<file path="src/lpd_pkg.sv">
// Shared types and constants for the length-prefix deframer.
package lpd_pkg;

   localparam int unsigned HDR_BYTES = 4;
   localparam logic [15:0] MAX_FRAME_LEN_RESET = 16'd8196;
   localparam logic [15:0] MIN_FRAME_LEN = 16'd4;

   typedef struct packed {
      logic [7:0] data_byte;
      logic       session_restart;
   } req_item_type;

   typedef struct packed {
      logic [7:0] out_byte;
      logic       in_body;
      logic       last_of_frame;
      logic       frame_error;
   } rsp_item_type;

endpackage

</file>
<file path="src/lpd_in_reg.sv">
// Input register stage: captures one request transfer and holds it until it is processed.
module lpd_in_reg
   import lpd_pkg::*;
(
   input  logic         clock,
   input  logic         reset,
   input  logic         req_valid,
   output logic         req_ready,
   input  req_item_type req_item,
   input  logic         take,
   output logic         hold_valid,
   output req_item_type hold_item
);

   logic         valid_ff;
   logic         valid_in;
   req_item_type item_ff;

   assign req_ready  = !valid_ff || take;
   assign valid_in   = req_ready ? req_valid : valid_ff;
   assign hold_valid = valid_ff;
   assign hold_item  = item_ff;

   always_ff @(posedge clock) begin
      if (reset) begin
         valid_ff <= 1'b0;
      end else begin
         valid_ff <= valid_in;
      end
   end

   always_ff @(posedge clock) begin
      if (req_valid && req_ready) begin
         item_ff <= req_item;
      end
   end

endmodule

</file>
<file path="src/lpd_frame_ctl.sv">
// Framing state, maximum length register and the per-byte header/body decision.
module lpd_frame_ctl
   import lpd_pkg::*;
(
   input  logic         clock,
   input  logic         reset,
   input  logic         csr_we,
   input  logic [15:0]  csr_wdata,
   input  logic         step,
   input  req_item_type item,
   output rsp_item_type result
);

   logic [1:0]  hdr_cnt_ff,  hdr_cnt_in;
   logic [23:0] len_acc_ff,  len_acc_in;   // top header byte is never stored
   logic [15:0] body_rem_ff, body_rem_in;
   logic        closed_ff,   closed_in;
   logic [15:0] max_len_ff;

   logic [1:0]  cur_cnt;
   logic [23:0] cur_acc;
   logic [15:0] cur_rem;
   logic        cur_closed;
   logic [31:0] full_len;
   logic        bad_len;
   logic        body_bit, last_bit, err_bit;

   // restart wipes the state before this byte is looked at
   assign cur_cnt    = item.session_restart ? 2'd0  : hdr_cnt_ff;
   assign cur_acc    = item.session_restart ? 24'd0 : len_acc_ff;
   assign cur_rem    = item.session_restart ? 16'd0 : body_rem_ff;
   assign cur_closed = item.session_restart ? 1'b0  : closed_ff;

   assign full_len = {item.data_byte, cur_acc};
   // negative or above 16 bits is always over the maximum
   assign bad_len  = (full_len[31:16] != 16'd0) || (full_len[15:0] > max_len_ff) ||
                     (full_len[15:0] < MIN_FRAME_LEN);

   always_comb begin
      hdr_cnt_in  = cur_cnt;
      len_acc_in  = cur_acc;
      body_rem_in = cur_rem;
      closed_in   = cur_closed;
      body_bit    = 1'b0;
      last_bit    = 1'b0;
      err_bit     = 1'b0;
      if (cur_closed) begin
         err_bit = 1'b1;
      end else if (cur_rem != 16'd0) begin
         body_bit    = 1'b1;
         body_rem_in = cur_rem - 16'd1;
         last_bit    = (cur_rem == 16'd1);
      end else begin
         case (cur_cnt)
            2'd0: begin
               len_acc_in[7:0] = item.data_byte;
               hdr_cnt_in      = 2'd1;
            end
            2'd1: begin
               len_acc_in[15:8] = item.data_byte;
               hdr_cnt_in       = 2'd2;
            end
            2'd2: begin
               len_acc_in[23:16] = item.data_byte;
               hdr_cnt_in        = 2'd3;
            end
            default: begin
               hdr_cnt_in = 2'd0;
               len_acc_in = 24'd0;
               if (bad_len) begin
                  closed_in = 1'b1;
                  err_bit   = 1'b1;
               end else begin
                  body_rem_in = full_len[15:0] - MIN_FRAME_LEN;
                  last_bit    = (full_len[15:0] == MIN_FRAME_LEN);
               end
            end
         endcase
      end
   end

   assign result.out_byte      = item.data_byte;
   assign result.in_body       = body_bit;
   assign result.last_of_frame = last_bit;
   assign result.frame_error   = err_bit;

   always_ff @(posedge clock) begin
      if (reset) begin
         hdr_cnt_ff  <= 2'd0;
         len_acc_ff  <= 24'd0;
         body_rem_ff <= 16'd0;
         closed_ff   <= 1'b0;
      end else if (step) begin
         hdr_cnt_ff  <= hdr_cnt_in;
         len_acc_ff  <= len_acc_in;
         body_rem_ff <= body_rem_in;
         closed_ff   <= closed_in;
      end
   end

   always_ff @(posedge clock) begin
      if (reset) begin
         max_len_ff <= MAX_FRAME_LEN_RESET;
      end else if (csr_we) begin
         max_len_ff <= csr_wdata;
      end
   end

endmodule

</file>
<file path="src/lpd_out_reg.sv">
// Result register: holds one tagged byte until the response transfer completes.
module lpd_out_reg
   import lpd_pkg::*;
(
   input  logic         clock,
   input  logic         reset,
   input  logic         load,
   input  rsp_item_type result,
   input  logic         rsp_ready,
   output logic         rsp_valid,
   output rsp_item_type rsp_item
);

   logic         valid_ff;
   logic         valid_in;
   rsp_item_type item_ff;

   always_comb begin
      if (load) begin
         valid_in = 1'b1;
      end else if (rsp_ready) begin
         valid_in = 1'b0;
      end else begin
         valid_in = valid_ff;
      end
   end

   always_ff @(posedge clock) begin
      if (reset) begin
         valid_ff <= 1'b0;
      end else begin
         valid_ff <= valid_in;
      end
   end

   always_ff @(posedge clock) begin
      if (load) begin
         item_ff <= result;
      end
   end

   assign rsp_valid = valid_ff;
   assign rsp_item  = item_ff;

endmodule

</file>
<file path="src/length_prefix_deframer_top.sv">
// Top level of the length-prefix deframer.
//
//   channel   ports                         direction  meaning
//   req       req_valid/req_ready + fields  in         one stream byte, restart flag
//   rsp       rsp_valid/rsp_ready + fields  out        byte tagged header/body/last/error
//   csr       csr_we, csr_wdata[15:0]       in         max_frame_len write, no wait
//
// One byte per cycle sustained while rsp_ready is high; a byte is offered on rsp after it passes
// through the input register, then the header/body logic into the result register.
// The framing state updates in the same cycle the byte leaves the input register.
// Synchronous reset clears framing state and sets max_frame_len to 8196.
// A stall on rsp holds both registers; req_ready drops only when both are full.
module length_prefix_deframer_top
   import lpd_pkg::*;
(
   input  logic        clock,
   input  logic        reset,
   input  logic        req_valid,
   output logic        req_ready,
   input  logic [7:0]  req_data_byte,
   input  logic        req_session_restart,
   output logic        rsp_valid,
   input  logic        rsp_ready,
   output logic [7:0]  rsp_out_byte,
   output logic        rsp_in_body,
   output logic        rsp_last_of_frame,
   output logic        rsp_frame_error,
   input  logic        csr_we,
   input  logic [15:0] csr_wdata
);

   req_item_type req_item;
   req_item_type hold_item;
   rsp_item_type step_result;
   rsp_item_type rsp_item;
   logic         hold_valid;
   logic         step;

   assign req_item.data_byte       = req_data_byte;
   assign req_item.session_restart = req_session_restart;

   // advance when the result register is empty or being emptied
   assign step = hold_valid && (!rsp_valid || rsp_ready);

   lpd_in_reg u_in_reg (
      .clock      (clock),
      .reset      (reset),
      .req_valid  (req_valid),
      .req_ready  (req_ready),
      .req_item   (req_item),
      .take       (step),
      .hold_valid (hold_valid),
      .hold_item  (hold_item)
   );

   lpd_frame_ctl u_frame_ctl (
      .clock     (clock),
      .reset     (reset),
      .csr_we    (csr_we),
      .csr_wdata (csr_wdata),
      .step      (step),
      .item      (hold_item),
      .result    (step_result)
   );

   lpd_out_reg u_out_reg (
      .clock     (clock),
      .reset     (reset),
      .load      (step),
      .result    (step_result),
      .rsp_ready (rsp_ready),
      .rsp_valid (rsp_valid),
      .rsp_item  (rsp_item)
   );

   assign rsp_out_byte      = rsp_item.out_byte;
   assign rsp_in_body       = rsp_item.in_body;
   assign rsp_last_of_frame = rsp_item.last_of_frame;
   assign rsp_frame_error   = rsp_item.frame_error;

endmodule

</file>
<file path="config.mk">
export PLATFORM = sky130hd
export DESIGN_NAME = length_prefix_deframer_top
export DESIGN_NICKNAME = d
export VERILOG_FILES = /design/src/lpd_pkg.sv /design/src/lpd_in_reg.sv /design/src/lpd_frame_ctl.sv /design/src/lpd_out_reg.sv /design/src/length_prefix_deframer_top.sv
export SDC_FILE = /design/constraint.sdc
export NUM_CORES = 1
export LEC_CHECK = 0
export BUFFER_PORTS_ARGS = -buffer_cell sky130_fd_sc_hd__buf_2
export CAP_MARGIN = 10
export CORE_UTILIZATION = 55
export CTS_CLUSTER_SIZE = 30
export DETAILED_ROUTE_END_ITERATION = 16
export MAX_ROUTING_LAYER = met4
export PLACE_DENSITY = 0.75
export SYNTH_ARGS = -nofsm -noshare
export SYNTH_HDL_FRONTEND = slang
export SYNTH_SLANG_ARGS = --single-unit
export TNS_END_PERCENT = 10
</file>
<file path="constraint.sdc">
create_clock -name clock -period 3.4 [get_ports clock]
set_input_delay 0.34 -clock clock [delete_from_list [all_inputs] [get_ports clock]]
set_output_delay 0.34 -clock clock [all_outputs]
set_load 0.03 [all_outputs]
</file>
==> out/metrics.cfg, run 1 <==
[status]
outcome=completed

[worst_setup_path]
arrival_ps=3340
critPathMostFrequentCell=nand2_1
cp_data_required_time_ps=3680
cp_max_fo=23
crit_chain=buf_12 > inv_4 > nand2_1 > inv_1 > ha_1 > a21oi_1 > nand2_1 > a221oi_1 > a41o_1 > and3_1 > buf_4 > mux2_1 > o22ai_1
worstSetupStartpointType=flop
end_kind=flop
critical_path_class=reg2reg
cpMaxStageDelayCell=edfxtp_1
cp_slowest_stage_delay_ps=430

[routing]
vias=4279
vias_per_cell=6.265
wl_per_cell_um=18.55
wl_um=12670
drc=0
drt_pass1_iterations=7
final_antenna_net_count=0
drt_iter0_markers=304

[clock_tree]
cts.sinks=81
htreeDepth=3
clock_latency_ps=360
path_clk_slew_ps=80
cts_root_buf=clkbuf_8
numCtsBuffers=9
clock_path_buffers=2
ctsHoldBuffers=0
tritoncts=built
cts.repair.resized=0

[global_routing]
grt_overflow=0
use_met1_pct=39.60
grt_use_met3_pct=5.935
grt_use_met2_pct=47.98
grt_pass1_wl_um=20300
grt_busiest_layer=met2
grt_max_degree=33
track_usage_pct=31.09
first_global_vias=4096
antenna_found_initial=0

[yosys]
synth.avg_cell_area_um2=8.671
synth_compound_area_share_pct=21.96
synthMuxAreaShare_pct=3.723
postSynthCellCount=531
syn-num-nets=584
syn_area_um2=4604
synth_common_cells=72 x nor2_1, 61 x dfxtp_1, 36 x nand2_1
ys_seq_area_share_pct=39.57
synth-seq-cells=81
synth_top_area_share_pct=26.52
yosys-top-cells-area=dfxtp_1 27%, edfxtp_1 13%, ha_1 6.3%
synth-edff-count=20
synth-xor-area-share_pct=1.712
synthSimpleGateAreaFrac_pct=21.28
yosysTopAreaCell=dfxtp_1
synth_fa_ha_area_share_pct=6.250
synth_flop_cell=dfxtp_1
synth_top_family_by_area=compound AO/OA/AOI/OAI gates
yosys_warnings=0
synth_most_common_cell=nor2_1
synth.distinct_cells=68
async_flop_share_pct=0

[timing]
max_slew_margin_pct=45.38
tightest_slew_ps=813.8
fin_crit_ps=3059
clock_skew_ps=14.64
finalSetupViolCount=0
slew_viol_final=0
rsz0062_at_grt=no
max_freq_ghz=0.3269
setup_tns_ps=0
hold_viol_final=0
period_share_pct=89.96

[placed_design]
dp_cells=666
dp_hpwl_um=9010
place_congestion=1.012
place.port_buffers=42

[floorplan]
core_um2=8175
die_area_um2=8741
die_y_um=93.50
initial_utilization_pct=56.32
die_w_um=93.50
pin_count=43
placementRows=33

[power_and_ir_drop]
leakagePower_uw=0.002108
vdd.ir_drop.worst_mv=0.2558
powerDensity_nw_per_um2=463.7

[final_layout]
fin_cells=683
drive_gt1_share_pct=15.22
area_growth_pct=12.31
nNetsFinal=626
antenna_cells=0

[flow_run]
cap_violations=0

[hold_path]
hold_path.class=in2reg

==> cell families after synthesis <==
kind of cell	count (synthesis)
buffers and inverters	61
AND/OR/NAND/NOR	198
multiplexers	17
adder cells (fa/ha/maj)	23
AO/OA/AOI/OAI	142
flip-flops	81
XOR/XNOR	9
==> layout by cell type, fill, tap and decap left out, types with 6 or more instances in the layout <==
master     n
a211oi_1   7
a21oi_1   24
a22o_1    20
a22oi_1   19
a31oi_1    8
buf_2     42
buf_4     16
clkbuf_8   9
dfxtp_1   61
edfxtp_1  20
ha_1      23
inv_1     29
mux2i_1   16
nand2_1   36
nand3_1    9
nor2_1    72
nor2b_1   16
nor3_1    19
nor4_1     7
o21ai_0   15
o21ai_1   10
or4_1      6
==> power by group <==
part           switching (uW)  internal (uW)
clock                     353            414
combinational             334            208
sequential               51.6           1040
total                     738           1660
==> repair_timing <==
| item | 4_1_cts | 5_1_grt |
|---|---|---|
| endpoints found under the hold margin | 0 | 0 |
| endpoints found under the setup margin | 0 | 1 |
| setup buffers | 0 | 1 |
==> per-layer routing <==
metal  share of wire (%)  vias up
met2                  45      184
met5                   0        -
li1                    -     2024
met3                 6.6       34
met1                  45     2037
met4                 3.0        0
==> critical path, delay by kind of cell, from the launching register on <==
kind / cells / cell delay [ps]
mux: 1 / 350
fa+ha+maj: 1 / 270
flops: 1 / 430
buf+inv: 4 / 700
simple gates: 3 / 350
compound gates: 4 / 860
==> worst paths after layout <==
check | from | endpoint | slack (ps) | cells past startpoint
worst min-delay path | req_data_byte[5] | u_in_reg.hold_item[6] | 150 | 1
worst max-delay path | u_in_reg.hold_item[0] | u_frame_ctl.body_rem_ff[3] | 340 | 13
worst max register to register | u_in_reg.hold_item[0] | u_frame_ctl.body_rem_ff[3] | 340 | 13
worst min register to register | u_frame_ctl.len_acc_ff[19] | u_frame_ctl.len_acc_ff[19] | 490 | 1
==> through the flow <==
step / total power, uW / cell area [um2] / worst slack, ps / utilization, % / hold WS [ps]
2_1_floorplan: 1482 / 4604 / 360.1 / - / 438.9
3_3_place_gp: 1629 / 4938 / 333.1 / 60.41 / 454.4
3_5_place_dp: 1634 / 4938 / 238.2 / 60.41 / 461.0
4_1_cts: 2397 / 5151 / 201.7 / 63.01 / 140.4
5_1_grt: 2501 / 5171 / 205.9 / 63.25 / 136.0
6_report: 2398 / 5171 / 341.2 / 63.25 / 153.4
==> sequential cells by signal, indices dropped and copies added, names as in the netlist <==
name / count
u_frame_ctl.body_rem_ff: 16
u_frame_ctl.closed_ff: 1
u_frame_ctl.hdr_cnt_ff: 2
u_frame_ctl.len_acc_ff: 24
u_frame_ctl.max_len_ff: 16
u_in_reg.hold_item: 9
u_in_reg.hold_valid: 1
u_out_reg.rsp_item: 11
u_out_reg.rsp_valid: 1
==> final cells by class <==
class	instances	area [um2]
clock buffers	11	131.4
clock inverters	5	81.33
fillers	727	3004
inverters	33	126.4
multi-input cells	389	2529
flip-flops and latches	81	1822
well taps	105	131.4
repair buffers	59	350.3
(Power assumes the default switching activity.)
==> inputs of run 2 (changes only) <==
GPL_TIMING_DRIVEN = 0   (was default)
==> run 2 against run 1 <==
  * Clock power increased by 3.0%
  * Global-route usage increased by 2.5 points
  * Clock-buffer cell count decreased by 1
  * Critical path depth decreased by 1
  * Largest cell class unchanged
  * Final area increased by 1.3%
  * Clock skew increased by 5.1 ps
  * Maximum frequency decreased by 6.5%
==> out/metrics.cfg, run 2 (synthesis results as in run 1) <==
[final_layout]
nNetsFinal=636  ; +1.6%
drive_gt1_share_pct=15.48  ; +0.25 points
final_cell_mix=72 x nor2_1, 61 x dfxtp_1, 41 x buf_2, 36 x nand2_1, 29 x inv_1
top_register=u_frame_ctl.len_acc_ff
reg_top3=u_frame_ctl.len_acc_ff: 24 flops, u_frame_ctl.body_rem_ff: 16 flops, u_frame_ctl.max_len_ff: 16 flops
area_growth_pct=13.78
antenna_cells=0  ; unchanged
final_common_cell=nor2_1
fillers=718  ; -1.2%
largest_reg_flops=24  ; unchanged

[power_and_ir_drop]
leakagePower_uw=0.002107  ; about the same
vdd.ir_drop.worst_mv=0.2431  ; -4.9%
power_uw=2433  ; +1.5%
powerDensity_nw_per_um2=464.4  ; +0.15%

[clock_tree]
tritoncts=built
path_clk_slew_ps=100  ; +20 ps
clock_latency_ps=370  ; about the same
numCtsBuffers=9  ; unchanged
htreeDepth=3  ; unchanged
clock_path_buffers=2  ; unchanged
cts_root_buf=clkbuf_8
ctsHoldBuffers=0  ; unchanged
cts.sinks=81  ; unchanged

[floorplan]
core_um2=8175  ; unchanged
pin_count=43  ; unchanged
die_area_um2=8741  ; unchanged
die_y_um=93.50  ; unchanged
initial_utilization_pct=56.32  ; unchanged
die_w_um=93.50  ; unchanged
placementRows=33  ; unchanged

[global_routing]
first_global_vias=4167  ; +1.7%
grt_pass1_wl_um=21450  ; +5.6%
grt_overflow=0  ; unchanged
grt_max_degree=21  ; -36%
antenna_found_initial=0  ; unchanged
track_usage_pct=33.57  ; +2.5 points

[timing]
max_freq_ghz=0.3057  ; -6.5%
fin_crit_ps=3271  ; +212.0 ps
fin_hold_ws_ps=142.8  ; -10.62 ps
period_share_pct=96.20  ; +6.2 points
slew_viol_final=0  ; unchanged
tightest_slew_ps=863.4  ; +49.51 ps
finalSetupViolCount=0  ; unchanged
clock_skew_ps=19.71  ; +5.067 ps
rsz0062_at_grt=yes
max_slew_margin_pct=42.23  ; -3.1 points
hold_viol_final=0  ; unchanged

[worst_setup_path]
cp_data_required_time_ps=3700  ; +20 ps
end_kind=flop
startpoint=u_in_reg.hold_item[0]
arrival_ps=3570  ; +230 ps
cp_max_fo=10  ; -57%
worstSetupStartpointType=flop
r2r_start=u_in_reg.hold_item[0]
critical_path_class=reg2reg

[status]
outcome=completed

[flow_run]
cap_violations=0  ; unchanged

[routing]
final_antenna_net_count=0  ; unchanged
drc=0  ; unchanged
vias=4393  ; +2.7%
wl_per_cell_um=19.46  ; +5.0%
wl_um=13490  ; +6.5%
vias_per_cell=6.339  ; +1.2%
drt_iter0_markers=374  ; +23%
drt_pass1_iterations=5  ; -2

[placed_design]
place_congestion=0.9329  ; -7.8%
place.port_buffers=40  ; -4.8%
dp_hpwl_um=9798  ; +8.7%

[hold_path]
hold_path.class=in2reg
hold_path.startpoint=req_data_byte[7]

-- run 2: layout make-up --
cell class / count / area [um2] / area share, %
timing repair buffer: 41 / 207.7 / 3.965
buffer: 28 / 153.9 / 2.938
tap: 105 / 131.4 / 2.508
clock inverter: 6 / 78.83 / 1.505
sequential: 81 / 1822 / 34.77
multi-input combinational: 389 / 2581 / 49.27
inverter: 33 / 126.4 / 2.412
clock buffer: 10 / 137.6 / 2.627
-- run 2: critical path, stage by stage, from the launching register on --
cell      delay (ps)
edfxtp_1         370
buf_4            190
inv_4            160
clkbuf_2         320
nand2_1          170
ha_1             330
o21ai_1          320
a21oi_4          150
o21ai_1          190
clkbuf_2         300
clkbuf_1         420
a22oi_1          180
nor2_1           110
-- run 2: timing repair --
action	CTS	global route
hold endpoints to repair	0	0
pin swaps	2	3
resized for setup	15	8
setup buffers	0	1
endpoints found under the setup margin	45	38
-- run 2: path summary, 6_finish.rpt --
path,cells after the start,slack (ps),end
worst min-delay path,1,140,u_in_reg.hold_item[8]
worst max-delay path,12,130,u_frame_ctl.len_acc_ff[9]
worst max register to register,12,130,u_frame_ctl.len_acc_ff[9]
worst min register to register,1,490,u_frame_ctl.len_acc_ff[21]
-- run 2: per-stage QoR --
step | utilization, % | cells | setup TNS [ps] | cell area (um2) | setup WS (ps)
floorplan | - | 531 | 0 | 4604 | 360.1
global placement | 60.38 | 676 | -17220 | 4936 | -836.4
detailed placement | 60.38 | 676 | -19470 | 4936 | -869.6
CTS | 63.53 | 692 | 0 | 5194 | 40.88
global route | 64.08 | 693 | -172.1 | 5239 | -55.83
finish | 64.08 | 693 | 0 | 5239 | 129.2
-- run 2: layer usage --
| metal | routed length, um | GRT usage (%) |
|---|---|---|
| met1 | 5794 | 43.69 |
| met2 | 6168 | 50.49 |
| met3 | 1004 | 5.203 |
| met4 | 522 | 17.56 |
| met5 | 0 | - |
-- run 2: power breakdown --
part	total (uW)	internal [uW]	leakage (uW)	switching, uW
clock	790	378	0.000112	412
combinational	554	206	0.00131	348
sequential	1090	1040	0.000689	51.1
total	2430	1620	0.00211	811
